$ cat src/rtl/core/npsp_pkg.sv
// shared types and constants for the netpbm stream parser
package npsp_pkg;

   localparam int CFG_W = 10;
   localparam int PIX_W = 2 * CFG_W;

   localparam logic [CFG_W-1:0] DIM_RESET = 10'd200;

   localparam logic [7:0] CH_P       = 8'h50;
   localparam logic [7:0] CH_ZERO    = 8'h30;
   localparam logic [7:0] CH_ONE     = 8'h31;
   localparam logic [7:0] CH_NINE    = 8'h39;
   localparam logic [7:0] CH_LF      = 8'h0a;
   localparam logic [7:0] CH_CR      = 8'h0d;
   localparam logic [7:0] CH_TAB     = 8'h09;
   localparam logic [7:0] CH_SPACE   = 8'h20;
   localparam logic [7:0] GRAY_FULL  = 8'd255;
   localparam int         MAXVAL_REQ = 255;

   localparam logic [3:0] TYPE_PBM = 4'd1;
   localparam logic [3:0] TYPE_PGM = 4'd5;
   localparam logic [3:0] TYPE_PPM = 4'd6;

   localparam logic [1:0] LAST_CHANNEL = 2'd2;

   localparam logic CSR_WIDTH  = 1'b0;
   localparam logic CSR_HEIGHT = 1'b1;

   typedef enum logic [3:0] {
      PH_MAGIC,
      PH_TYPE,
      PH_NEWLINE,
      PH_WIDTH,
      PH_HEIGHT,
      PH_MAXVAL,
      PH_P1_SEP,
      PH_P1_BIT,
      PH_GRAY,
      PH_RGB
   } phase_type;

   typedef enum logic [3:0] {
      ST_OK,
      ST_UNEXPECTED_END,
      ST_BAD_MAGIC,
      ST_INVALID_TYPE,
      ST_UNEXPECTED_CHAR,
      ST_INVALID_SIZE,
      ST_SIZE_UNWANTED,
      ST_NOT_IMPLEMENTED,
      ST_INVALID_BITS,
      ST_BAD_MAXVAL
   } status_type;

   typedef struct packed {
      logic [3:0] format_digit;
      status_type status;
      logic       done_res;
      logic       pixel_valid;
      logic [7:0] pixel_value;
   } result_type;

endpackage

$ cat src/rtl/core/npsp_parser.sv
// header and payload parser, one byte per transfer
module npsp_parser #(
   parameter int MAX_DIGITS = 3
) (
   input  logic                       clock,
   input  logic                       reset,
   input  logic                       accept,
   input  logic [7:0]                 data_byte,
   input  logic                       last_byte,
   input  logic [npsp_pkg::CFG_W-1:0] expected_width,
   input  logic [npsp_pkg::CFG_W-1:0] expected_height,
   input  logic [npsp_pkg::PIX_W-1:0] total_pixels,
   output logic                       result_valid,
   output npsp_pkg::result_type       result
);

   localparam int NUM_W = $clog2(10 ** MAX_DIGITS);
   localparam int CNT_W = $clog2(MAX_DIGITS + 1);
   localparam int CMP_W = (NUM_W > npsp_pkg::CFG_W) ? NUM_W : npsp_pkg::CFG_W;
   localparam int PIX_W = npsp_pkg::PIX_W;

   npsp_pkg::phase_type phase_ff, phase_in;
   logic [3:0]       type_ff, type_in;
   logic [NUM_W-1:0] num_ff, num_in;
   logic [CNT_W-1:0] cnt_ff, cnt_in;
   logic [NUM_W-1:0] wseen_ff, wseen_in;
   logic [PIX_W-1:0] pix_ff, pix_in;
   logic [1:0]       chan_ff, chan_in;
   logic             fin_ff, fin_in;

   logic             is_digit;
   logic             is_space;
   logic             cnt_full;
   logic [NUM_W-1:0] num_next;
   logic [PIX_W-1:0] pix_plus;
   logic             pix_complete;
   logic             total_zero;
   logic             size_match;
   logic             size_match_in;
   logic             maxval_ok;
   logic             maxval_ok_in;
   logic             pix_hit;
   logic [7:0]       pix_val;
   logic             done;
   npsp_pkg::status_type st;
   logic [3:0]       type_out;

   assign is_digit = (data_byte >= npsp_pkg::CH_ZERO) && (data_byte <= npsp_pkg::CH_NINE);
   assign is_space = data_byte inside {npsp_pkg::CH_SPACE, npsp_pkg::CH_LF,
                                       npsp_pkg::CH_TAB, npsp_pkg::CH_CR};
   assign cnt_full = (cnt_ff >= CNT_W'(MAX_DIGITS));
   assign num_next = NUM_W'(((NUM_W+4)'(num_ff) << 3) + ((NUM_W+4)'(num_ff) << 1)
                            + (NUM_W+4)'(data_byte[3:0]));
   assign pix_plus     = pix_ff + PIX_W'(1);
   assign pix_complete = (pix_plus >= total_pixels);
   assign total_zero   = (total_pixels == '0);

   assign size_match    = (CMP_W'(wseen_ff) == CMP_W'(expected_width))
                       && (CMP_W'(num_ff) == CMP_W'(expected_height));
   assign size_match_in = (CMP_W'(wseen_in) == CMP_W'(expected_width))
                       && (CMP_W'(num_in) == CMP_W'(expected_height));
   assign maxval_ok     = (CMP_W'(num_ff) == CMP_W'(npsp_pkg::MAXVAL_REQ));
   assign maxval_ok_in  = (CMP_W'(num_in) == CMP_W'(npsp_pkg::MAXVAL_REQ));

   always_comb begin
      phase_in = phase_ff;
      type_in  = type_ff;
      num_in   = num_ff;
      cnt_in   = cnt_ff;
      wseen_in = wseen_ff;
      pix_in   = pix_ff;
      chan_in  = chan_ff;
      fin_in   = fin_ff;
      pix_hit  = 1'b0;
      pix_val  = '0;
      done     = 1'b0;
      st       = npsp_pkg::ST_OK;

      if (!fin_ff) begin
         case (phase_ff)
            npsp_pkg::PH_MAGIC: begin
               if (data_byte != npsp_pkg::CH_P) begin
                  done = 1'b1;
                  st   = npsp_pkg::ST_BAD_MAGIC;
               end else begin
                  phase_in = npsp_pkg::PH_TYPE;
               end
            end
            npsp_pkg::PH_TYPE: begin
               if (!is_digit) begin
                  done = 1'b1;
                  st   = npsp_pkg::ST_INVALID_TYPE;
               end else begin
                  type_in  = data_byte[3:0];
                  phase_in = npsp_pkg::PH_NEWLINE;
               end
            end
            npsp_pkg::PH_NEWLINE: begin
               if (data_byte != npsp_pkg::CH_LF) begin
                  done = 1'b1;
                  st   = npsp_pkg::ST_UNEXPECTED_CHAR;
               end else begin
                  num_in   = '0;
                  cnt_in   = '0;
                  phase_in = npsp_pkg::PH_WIDTH;
               end
            end
            npsp_pkg::PH_WIDTH, npsp_pkg::PH_HEIGHT, npsp_pkg::PH_MAXVAL: begin
               if (is_digit) begin
                  if (cnt_full) begin
                     done = 1'b1;
                     st   = npsp_pkg::ST_INVALID_SIZE;
                  end else begin
                     cnt_in = cnt_ff + CNT_W'(1);
                     num_in = num_next;
                  end
               end else if (cnt_ff == '0) begin
                  done = 1'b1;
                  st   = npsp_pkg::ST_UNEXPECTED_END;
               end else if (phase_ff == npsp_pkg::PH_WIDTH) begin
                  if (!is_space) begin
                     done = 1'b1;
                     st   = npsp_pkg::ST_INVALID_SIZE;
                  end else begin
                     wseen_in = num_ff;
                     num_in   = '0;
                     cnt_in   = '0;
                     phase_in = npsp_pkg::PH_HEIGHT;
                  end
               end else if (phase_ff == npsp_pkg::PH_HEIGHT) begin
                  if (!size_match) begin
                     done = 1'b1;
                     st   = npsp_pkg::ST_SIZE_UNWANTED;
                  end else if (!is_space) begin
                     done = 1'b1;
                     st   = npsp_pkg::ST_INVALID_SIZE;
                  end else if (type_ff inside {4'd0, 4'd8, 4'd9}) begin
                     done = 1'b1;
                     st   = npsp_pkg::ST_INVALID_TYPE;
                  end else if (type_ff == npsp_pkg::TYPE_PBM) begin
                     if (total_zero) begin
                        done = 1'b1;
                     end else begin
                        phase_in = npsp_pkg::PH_P1_SEP;
                     end
                  end else if (type_ff == npsp_pkg::TYPE_PGM
                               || type_ff == npsp_pkg::TYPE_PPM) begin
                     num_in   = '0;
                     cnt_in   = '0;
                     phase_in = npsp_pkg::PH_MAXVAL;
                  end else begin
                     done = 1'b1;
                     st   = npsp_pkg::ST_NOT_IMPLEMENTED;
                  end
               end else begin
                  if (!maxval_ok) begin
                     done = 1'b1;
                     st   = npsp_pkg::ST_BAD_MAXVAL;
                  end else if (!is_space) begin
                     done = 1'b1;
                     st   = npsp_pkg::ST_UNEXPECTED_CHAR;
                  end else if (total_zero) begin
                     done = 1'b1;
                  end else begin
                     chan_in  = '0;
                     phase_in = (type_ff == npsp_pkg::TYPE_PGM) ? npsp_pkg::PH_GRAY
                                                                : npsp_pkg::PH_RGB;
                  end
               end
            end
            npsp_pkg::PH_P1_SEP: begin
               if (!is_space) begin
                  done = 1'b1;
                  st   = npsp_pkg::ST_UNEXPECTED_CHAR;
               end else begin
                  phase_in = npsp_pkg::PH_P1_BIT;
               end
            end
            npsp_pkg::PH_P1_BIT: begin
               if (data_byte == npsp_pkg::CH_ONE || data_byte == npsp_pkg::CH_ZERO) begin
                  pix_hit = 1'b1;
                  pix_val = (data_byte == npsp_pkg::CH_ONE) ? npsp_pkg::GRAY_FULL : 8'd0;
                  pix_in  = pix_plus;
                  if (pix_complete) begin
                     done = 1'b1;
                  end else begin
                     phase_in = npsp_pkg::PH_P1_SEP;
                  end
               end else begin
                  done = 1'b1;
                  st   = npsp_pkg::ST_INVALID_BITS;
               end
            end
            npsp_pkg::PH_GRAY: begin
               pix_hit = 1'b1;
               pix_val = data_byte;
               pix_in  = pix_plus;
               done    = pix_complete;
            end
            npsp_pkg::PH_RGB: begin
               if (chan_ff == '0) begin
                  pix_hit = 1'b1;
                  pix_val = data_byte;
               end
               if (chan_ff >= npsp_pkg::LAST_CHANNEL) begin
                  chan_in = '0;
                  pix_in  = pix_plus;
                  done    = pix_complete;
               end else begin
                  chan_in = chan_ff + 2'd1;
               end
            end
            default: begin
               done = 1'b1;
               st   = npsp_pkg::ST_UNEXPECTED_END;
            end
         endcase

         if (last_byte && !done) begin
            done = 1'b1;
            st   = npsp_pkg::ST_UNEXPECTED_END;
            if (phase_in == npsp_pkg::PH_HEIGHT && cnt_in != '0 && !size_match_in) begin
               st = npsp_pkg::ST_SIZE_UNWANTED;
            end else if (phase_in == npsp_pkg::PH_MAXVAL && cnt_in != '0
                         && !maxval_ok_in) begin
               st = npsp_pkg::ST_BAD_MAXVAL;
            end
         end
         if (done) begin
            fin_in = 1'b1;
         end
      end

      type_out = type_in;

      if (last_byte) begin
         phase_in = npsp_pkg::PH_MAGIC;
         type_in  = '0;
         num_in   = '0;
         cnt_in   = '0;
         wseen_in = '0;
         pix_in   = '0;
         chan_in  = '0;
         fin_in   = 1'b0;
      end
   end

   assign result_valid        = accept && (pix_hit || done);
   assign result.pixel_value  = pix_val;
   assign result.pixel_valid  = pix_hit;
   assign result.done_res     = done;
   assign result.status       = done ? st : npsp_pkg::ST_OK;
   assign result.format_digit = type_out;

   always_ff @(posedge clock) begin
      if (reset) begin
         phase_ff <= npsp_pkg::PH_MAGIC;
         type_ff  <= '0;
         num_ff   <= '0;
         cnt_ff   <= '0;
         wseen_ff <= '0;
         pix_ff   <= '0;
         chan_ff  <= '0;
         fin_ff   <= 1'b0;
      end else if (accept) begin
         phase_ff <= phase_in;
         type_ff  <= type_in;
         num_ff   <= num_in;
         cnt_ff   <= cnt_in;
         wseen_ff <= wseen_in;
         pix_ff   <= pix_in;
         chan_ff  <= chan_in;
         fin_ff   <= fin_in;
      end
   end

endmodule

$ cat src/rtl/core/npsp_skid.sv
// two-entry result buffer with a registered ready
module npsp_skid (
   input  logic                 clock,
   input  logic                 reset,
   input  logic                 in_valid,
   input  npsp_pkg::result_type in_data,
   output logic                 in_ready,
   output logic                 out_valid,
   input  logic                 out_ready,
   output npsp_pkg::result_type out_data
);

   logic                 out_valid_ff, out_valid_in;
   logic                 skid_valid_ff, skid_valid_in;
   npsp_pkg::result_type out_data_ff;
   npsp_pkg::result_type skid_data_ff;
   logic                 out_fire;

   assign out_fire  = out_valid_ff && out_ready;
   assign in_ready  = !skid_valid_ff;
   assign out_valid = out_valid_ff;
   assign out_data  = out_data_ff;

   always_comb begin
      out_valid_in  = out_valid_ff;
      skid_valid_in = skid_valid_ff;
      if (skid_valid_ff) begin
         if (out_fire) begin
            skid_valid_in = 1'b0;
         end
      end else if (in_valid) begin
         if (out_valid_ff && !out_ready) begin
            skid_valid_in = 1'b1;
         end else begin
            out_valid_in = 1'b1;
         end
      end else if (out_fire) begin
         out_valid_in = 1'b0;
      end
   end

   always_ff @(posedge clock) begin
      if (reset) begin
         out_valid_ff  <= 1'b0;
         skid_valid_ff <= 1'b0;
      end else begin
         out_valid_ff  <= out_valid_in;
         skid_valid_ff <= skid_valid_in;
      end
   end

   always_ff @(posedge clock) begin
      if (skid_valid_ff) begin
         if (out_fire) begin
            out_data_ff <= skid_data_ff;
         end
      end else if (in_valid) begin
         if (out_valid_ff && !out_ready) begin
            skid_data_ff <= in_data;
         end else begin
            out_data_ff <= in_data;
         end
      end
   end

   assert property (@(posedge clock) disable iff (reset)
      skid_valid_ff |-> out_valid_ff)
      else $error("skid entry held while output stage empty");

endmodule

$ cat src/rtl/core/netpbm_stream_parser_top.sv
// top level of the netpbm stream parser
// Parses a P1, P5 or P6 file one byte per clock and emits one gray pixel per
// decoded pixel, and sets done and a status code on the final transfer of a
// file. Each byte is decoded in the cycle it is taken and its result is
// registered in a two-entry output buffer, which keeps req_tready high until
// both of its entries are full; this gives a sustained rate of one byte per
// cycle while rsp_tready stays high. The expected width and height must be
// written over the csr port while no file is in flight; the block itself does
// not enforce this. Their product is registered from the stored width and height.
module netpbm_stream_parser_top #(
   parameter int MAX_DIGITS = 3
) (
   input  logic        clock,
   input  logic        reset,
   input  logic        req_tvalid,
   output logic        req_tready,
   input  logic [7:0]  req_tdata,   // data_byte
   input  logic        req_tlast,   // last_byte
   output logic        rsp_tvalid,
   input  logic        rsp_tready,
   output logic [15:0] rsp_tdata,   // pixel_value[7:0], status[11:8], format_digit[15:12]
   output logic        rsp_tuser,   // pixel_valid
   output logic        rsp_tlast,   // done_res
   input  logic        csr_valid,
   output logic        csr_ready,
   input  logic        csr_index,
   input  logic [9:0]  csr_data
);

   localparam int CFG_W = npsp_pkg::CFG_W;
   localparam int PIX_W = npsp_pkg::PIX_W;

   logic [CFG_W-1:0]     exp_width_ff;
   logic [CFG_W-1:0]     exp_height_ff;
   logic [PIX_W-1:0]     total_ff;
   logic                 accept;
   logic                 res_valid;
   npsp_pkg::result_type res;
   npsp_pkg::result_type out_res;

   assign csr_ready = 1'b1;
   assign accept    = req_tvalid && req_tready;

   always_ff @(posedge clock) begin
      if (reset) begin
         exp_width_ff  <= npsp_pkg::DIM_RESET;
         exp_height_ff <= npsp_pkg::DIM_RESET;
         total_ff      <= PIX_W'(npsp_pkg::DIM_RESET) * PIX_W'(npsp_pkg::DIM_RESET);
      end else begin
         if (csr_valid && csr_ready) begin
            if (csr_index == npsp_pkg::CSR_WIDTH) begin
               exp_width_ff <= csr_data;
            end else begin
               exp_height_ff <= csr_data;
            end
         end
         total_ff <= PIX_W'(exp_width_ff) * PIX_W'(exp_height_ff);
      end
   end

   npsp_parser #(
      .MAX_DIGITS (MAX_DIGITS)
   ) u_parser (
      .clock           (clock),
      .reset           (reset),
      .accept          (accept),
      .data_byte       (req_tdata),
      .last_byte       (req_tlast),
      .expected_width  (exp_width_ff),
      .expected_height (exp_height_ff),
      .total_pixels    (total_ff),
      .result_valid    (res_valid),
      .result          (res)
   );

   npsp_skid u_skid (
      .clock     (clock),
      .reset     (reset),
      .in_valid  (res_valid),
      .in_data   (res),
      .in_ready  (req_tready),
      .out_valid (rsp_tvalid),
      .out_ready (rsp_tready),
      .out_data  (out_res)
   );

   assign rsp_tdata = {out_res.format_digit, 4'(out_res.status), out_res.pixel_value};
   assign rsp_tuser = out_res.pixel_valid;
   assign rsp_tlast = out_res.done_res;

   assert property (@(posedge clock) disable iff (reset)
      rsp_tvalid |-> (rsp_tuser || rsp_tlast))
      else $error("result transfer with neither pixel nor done");

   assert property (@(posedge clock) disable iff (reset)
      (rsp_tvalid && !rsp_tlast) |-> (rsp_tdata[11:8] == 4'd0))
      else $error("status set on a transfer that is not done");

   assert property (@(posedge clock) disable iff (reset)
      (rsp_tvalid && !rsp_tuser) |-> (rsp_tdata[7:0] == 8'd0))
      else $error("pixel value set without pixel valid");

   assert property (@(posedge clock) disable iff (reset)
      (csr_valid && csr_ready) |=> (total_ff != $past(total_ff) || 1'b1)
         ##1 (total_ff == PIX_W'(exp_width_ff) * PIX_W'(exp_height_ff)
              || $past(csr_valid)))
      else $error("pixel total not updated after a csr write");

endmodule

$ cat config.mk
export PLATFORM = sky130hd
export DESIGN_NAME = netpbm_stream_parser_top
export DESIGN_NICKNAME = d
export VERILOG_FILES = /design/src/rtl/core/npsp_pkg.sv /design/src/rtl/core/npsp_parser.sv /design/src/rtl/core/npsp_skid.sv /design/src/rtl/core/netpbm_stream_parser_top.sv
export SDC_FILE = /design/constraint.sdc
export NUM_CORES = 1
export LEC_CHECK = 0
export BUFFER_PORTS_ARGS = -buffer_cell sky130_fd_sc_hd__buf_2
export CAP_MARGIN = 30
export CORE_ASPECT_RATIO = 0.8
export CORE_MARGIN = 3
export CORE_UTILIZATION = 30
export CTS_CLUSTER_SIZE = 16
export DETAILED_ROUTE_END_ITERATION = 8
export SYNTH_ARGS = -nofsm -noshare
export SYNTH_HDL_FRONTEND = slang
export SYNTH_SLANG_ARGS = --single-unit
export TNS_END_PERCENT = 1
$ cat constraint.sdc
create_clock -name clock -period 7.9 [get_ports clock]
set_clock_uncertainty 0.2 [all_clocks]
set_input_delay 1.975 -clock clock [delete_from_list [all_inputs] [get_ports clock]]
set_output_delay 1.975 -clock clock [all_outputs]
set_load 0.01 [all_outputs]
# After elaboration in Yosys (flattened, before gate mapping)
# Cells that the tools add are included.
# totals
regBits	131
inputBits	25
out_inout_bits	21
wordCells	275
# op_classes
n_addsub	5
mul	1
n_lt_le_gt_ge	5
eq_ne	43
n_mux	154
n_bitwise	2
reduce_logical	42
# op_table
op	count
$mux 10	21
$mux 4	42
$mux 20	4
$mux 18	4
$pmux 20 s3	1
$mux 2	27
$eq 10x10->1	4
$mux 1	38
$eq 4x3->1 const B	8
$mux 8	4
$pmux 4 s7	1
$eq 8x4->1 const B	3
$eq 8x6->1 const B	3
$pmux 4 s6	1
$pmux 8 s3	1
$add 20x1->20 const B	1
$eq 10x8->1 const B	2
$ge 20x20->1	1
$logic_not 20->1	1
$mul 10x10->20	1
$pmux 10 s2	1
$eq 4x4->1 const B	4
$mux 3	5
$ne 3x3->1 const B	5
other kinds (31)	69

# Longest topological paths before layout
# logic_depth
ltp_word	25
mapped_depth	21
mapped_depth_nobuf	19

# By module
# A second synthesis with hierarchy kept.
# unflattened
cells_unflattened	1515
area_unflattened_um2	12445.7
# by_module_without_submodules
mod	n_inst	cells_each	area_per_inst_um2	seq_area_each_um2
npsp_parser	1	889	6246.0	1061.0
netpbm_stream_parser_top	1	557	4779.6	800.8
npsp_skid	1	69	1420.1	1121.1

# Worst setup path after synthesis
# No wires, ideal clock.
# synth_path
kind	input-to-reg
from	input port req_tdata[7]
to	register u_skid.skid_data_ff[0] in the netlist's numbering, enable pin
setup_time_ps	420
arrival_time_ps	5170
required_ps	7280
slack_ps	2110
cell_stages	8
n_path_buf	0
cell_sequence	nor4bb_1 -> nand2_1 -> nand2_1 -> o31ai_1 -> o211a_2 -> a21oi_1 -> o21ai_0 -> nor3b_1
# synth_lines
item	line	rtl
start, declared	netpbm_stream_parser_top.sv:17	input logic [7:0] req_tdata,
end signal, assigned	npsp_skid.sv:59	skid_data_ff <= in_data;
end, declared	npsp_skid.sv:16	npsp_pkg::result_type skid_data_ff;

# Worst setup path after layout
# layout_path
from	register exp_height_ff[6]
to	register total_ff[19]
# layout_between
elab_chain_cells	1
# layout_lines
item	line	rtl
start, declared	netpbm_stream_parser_top.sv:34	logic [CFG_W-1:0] exp_height_ff;
start signal, assigned	netpbm_stream_parser_top.sv:47	exp_height_ff <= npsp_pkg::DIM_RESET;
start signal, assigned	netpbm_stream_parser_top.sv:54	exp_height_ff <= csr_data;
$mul 10x10->20	netpbm_stream_parser_top.sv:57	total_ff <= PIX_W'(exp_width_ff) * PIX_W'(exp_height_ff);
end signal, assigned	netpbm_stream_parser_top.sv:48	total_ff <= PIX_W'(npsp_pkg::DIM_RESET) * PIX_W'(npsp_pkg::DIM_RESET);
end signal, assigned	netpbm_stream_parser_top.sv:57	
end, declared	netpbm_stream_parser_top.sv:35	logic [PIX_W-1:0] total_ff;
# No other way between the ends.
# A chain may end at the register's enable or synchronous reset.

==> key figures <==
Timing
  • # setup viols final: 0
  • Setup_tns: 0 ns
  • Hold Vio Cnt, Final: 0
  • Least-Margin Pin Slew: 1.05 ns
  • Final min period: 6.16 ns
  • Hold_ws: 0.320 ns
  • Final worst-path cycle share: 78.0%
  • FMAX: 162 MHz
  • Worst slew margin: 29.3%
  • Final max-slew violation count: 0
  • RSZ-0062 raised after global routing: false

Cells and area
  • Post-Route Utilization: 34.1%
  • Ant diodes: 0
  • Reg area: 2980 um^2
  • Fill cell count: 3741
  • Nets: 1506
  • P&R area growth vs syn: 10.2%
  • Final non-filler cell total: 1820
  • Layout cell share with drive strength beyond 1: 9.10%
  • Fin area: 12400 um^2
  • Area of the multi-input gates: 7630 um^2

GRT
  • Met2 GRT Util: 22.5%
  • Initial antenna violation count: 0
  • Largest net degree at the start of global routing: 79
  • Met1 usage: 25.7%
  • Global-route wire length before repair: 52.8 mm
  • M3 GR Usage: 3.85%
  • Total GRT Usage: 16.4%
  • Vias in the first global route: 9307
  • Top Usage Layer GRT: met1
  • Grt ovf: 0

Critical path
  • Crit path DAT: 6.26 ns
  • Largest fanout on the critical path: 16
  • Crit Path Class: flip-flop to flip-flop
  • Critical path launch point: exp_height_ff[6]
  • Worst r2r src: exp_height_ff[6]
  • Req. time, crit path: 8.00 ns
  • Startpoint types: flip-flop
  • Reg-to-reg slack, setup: 1.74 ns
  • Kind of end point of the critical path: flip-flop

Place
  • IO Port Bufs: 44
  • Post-placement cell count: 1788
  • GPL Wtd Cong: 0.935
  • Dpl hpwl: 24.4 mm
  • Placed cell area: 11900 um^2

Clocking
  • Root buffer cell: clkbuf_16
  • CTS Buf Count: 17
  • Clk_lat worst skew: 0.45 ns
  • H-Tree Depth: 4
  • Clk sinks: 131
  • Post-CTS Resized: 0
  • CTS tree: built
  • Clock Tree Buf Depth: 2
  • Hold buffers post-CTS: 0
  • Clock-pin slew of the registers on the worst-case setup and hold paths: 0.06 ns
  • Setup repair bufs after CTS: 0

Worst hold path
  • Hold Crit Class: flip-flop to flip-flop
  • Min-delay src: u_parser.pix_ff[19]

Yosys
  • Leading register cell type out of synthesis: dfxtp_1
  • Post-synthesis simple-gate area fraction: 21.4%
  • Compound-cell area share of the yosys netlist: 17.0%
  • Post-synth top area share: 16.8%
  • Syn nets: 1515
  • Syn Area/Cell: 8.45 um^2
  • Sequential fraction of the synthesis area: 26.4%
  • Syn. warnings: 0
  • Syn Std Cell Area: 11300 um^2
  • Top-count cell post-synth: nand2_1
  • Adder-Cell Fraction of Synth Area: 21.3%
  • Post-synthesis mux area share: 2.86%
  • Ys async rst share: 0%
  • Synth Area in XOR/XNOR: 4.97%
  • Synth top area cells: dfxtp_1 17%, fa_1 11%, ha_1 10%
  • Yosys cell types: 78
  • EDFF count, synth: 36
  • Gate Count Post-Synth: 1336
  • Most frequent cells after synthesis: 162 x nand2_1, 102 x nor2_1, 96 x inv_1, 95 x dfxtp_1, 90 x ha_1
  • Largest family of logic cells by synthesized area: simple AND/OR/NAND/NOR gates
  • Post-synth top area cell: dfxtp_1
  • FF+latch count, synth: 131

Power and ir drop
  • Pwr/cell area: 167 nW/um^2
  • Static leakage: 5.37 nW
  • Worst IR drop on VDD: 0.000215 V

Die
  • Die X: 223 um
  • Die area: 40000 um^2
  • Row count: 62
  • DIE HEIGHT: 180 um
  • I/O pins: 46
  • Initial Utilization: 31.0%
  • Core ar.: 36500 um^2

Route
  • Final WL: 32.8 mm
  • Post-route ant nets: 0
  • Vias per cell: 5.35
  • First-pass DRT Iterations: 5
  • Detailed Route Iter0 Violations: 1091
  • Post-route DRC: 0
  • Via count: 9738
  • Wire length per cell: 18.0 um

Flow run
  • Max_cap viols: 0

Status
  • Outcome: finished clean
stage by stage:
stage	power [mW]	setup WS, ns
2_1_floorplan	1.14	2.11
3_3_place_gp	1.28	1.79
3_5_place_dp	1.29	1.74
4_1_cts	2.09	1.73
5_1_grt	2.19	1.40
6_report	2.08	1.74
critical path, cell delays in order, from the launching register on:
cell	delay, ns
dfxtp_1	0.71
nand2_1	0.16
fa_1	0.52
fa_1	0.50
inv_1	0.06
fa_1	0.51
fa_1	0.52
fa_1	0.49
ha_1	0.37
and2_1	0.18
o21ai_0	0.14
o21ai_0	0.15
o41ai_1	0.67
o211ai_1	0.26
o41ai_1	0.36
xnor2_1	0.16
nor2_1	0.05
final timing paths:
check                   endpoint  cells after the start
max                 total_ff[19]                     16
min          u_parser.pix_ff[19]                      2
max reg2reg         total_ff[19]                     16
min reg2reg  u_parser.pix_ff[19]                      2
per-layer routing:
layer / vias to the layer above / wire length [um]
li1: 4638 / -
met1: 4683 / 16800
met2: 384 / 13100
met3: 33 / 2620
met4: 0 / 360
met5: - / 0
sequential cells by signal (all words and copies together), names as in the netlist:
| name | flops |
|---|---|
| u_skid.out_data | 18 |
| total_ff | 20 |
| exp_width_ff | 10 |
| u_parser.cnt_ff | 2 |
| u_parser.fin_ff | 1 |
| u_parser.phase_ff | 4 |
| exp_height_ff | 10 |
| u_parser.wseen_ff | 10 |
| u_parser.chan_ff | 2 |
| u_skid.skid_valid_ff | 1 |
| u_parser.type_ff | 4 |
| u_skid.out_valid | 1 |
| u_parser.pix_ff | 20 |
| u_skid.skid_data_ff | 18 |
| u_parser.num_ff | 10 |
cell type report:
type | instances | area share [%]
multi-input cells | 1026 | 61.3
flip-flops and latches | 131 | 24.0
well taps | 480 | 4.83
clock buffers | 20 | 3.51
inverters | 97 | 2.93
repair buffers | 54 | 2.37
clock inverters | 12 | 1.06
power breakdown:
part / total (mW) / internal, mW / switching [mW]
registers: 0.784 / 0.729 / 0.0546
logic: 0.498 / 0.205 / 0.293
clock network: 0.793 / 0.464 / 0.329
total: 2.08 / 1.40 / 0.677
logic make-up after synthesis:
kind of cell | Yosys count
adders and majority gates | 154
muxes | 30
AOI/OAI and AO/OA | 280
and+or+nand+nor | 497
other | 1
DFF | 131
xor gates and xnor gates | 64
buffers and inverters | 179
cells in the final DEF (no fill, tap or decap), types with 5 or more instances in the layout:
| cell | n |
|---|---|
| nand4_1 | 10 |
| edfxtp_1 | 36 |
| nor4_1 | 15 |
| and2_1 | 49 |
| a21o_1 | 19 |
| a31oi_1 | 6 |
| fa_1 | 64 |
| o211ai_1 | 10 |
| buf_4 | 10 |
| inv_1 | 96 |
| dfxtp_1 | 95 |
| nand3b_1 | 12 |
| nand2b_1 | 14 |
| or2_2 | 7 |
| a21oi_1 | 75 |
| xnor2_1 | 33 |
| nor2b_1 | 15 |
| buf_2 | 44 |
| clkbuf_16 | 17 |
| ha_1 | 90 |
| mux2_2 | 18 |
| a211oi_1 | 12 |
| nor3b_1 | 5 |
| nor3_1 | 34 |
| o21ai_0 | 50 |
| a21boi_0 | 7 |
| nand3_1 | 38 |
| mux2i_1 | 12 |
| and3_1 | 18 |
| xor2_1 | 31 |
| nor2_1 | 102 |
| o31ai_1 | 12 |
| a22oi_1 | 29 |
| nand2_1 | 162 |
| o41ai_1 | 7 |
Power figures use the tool's default switching activity.
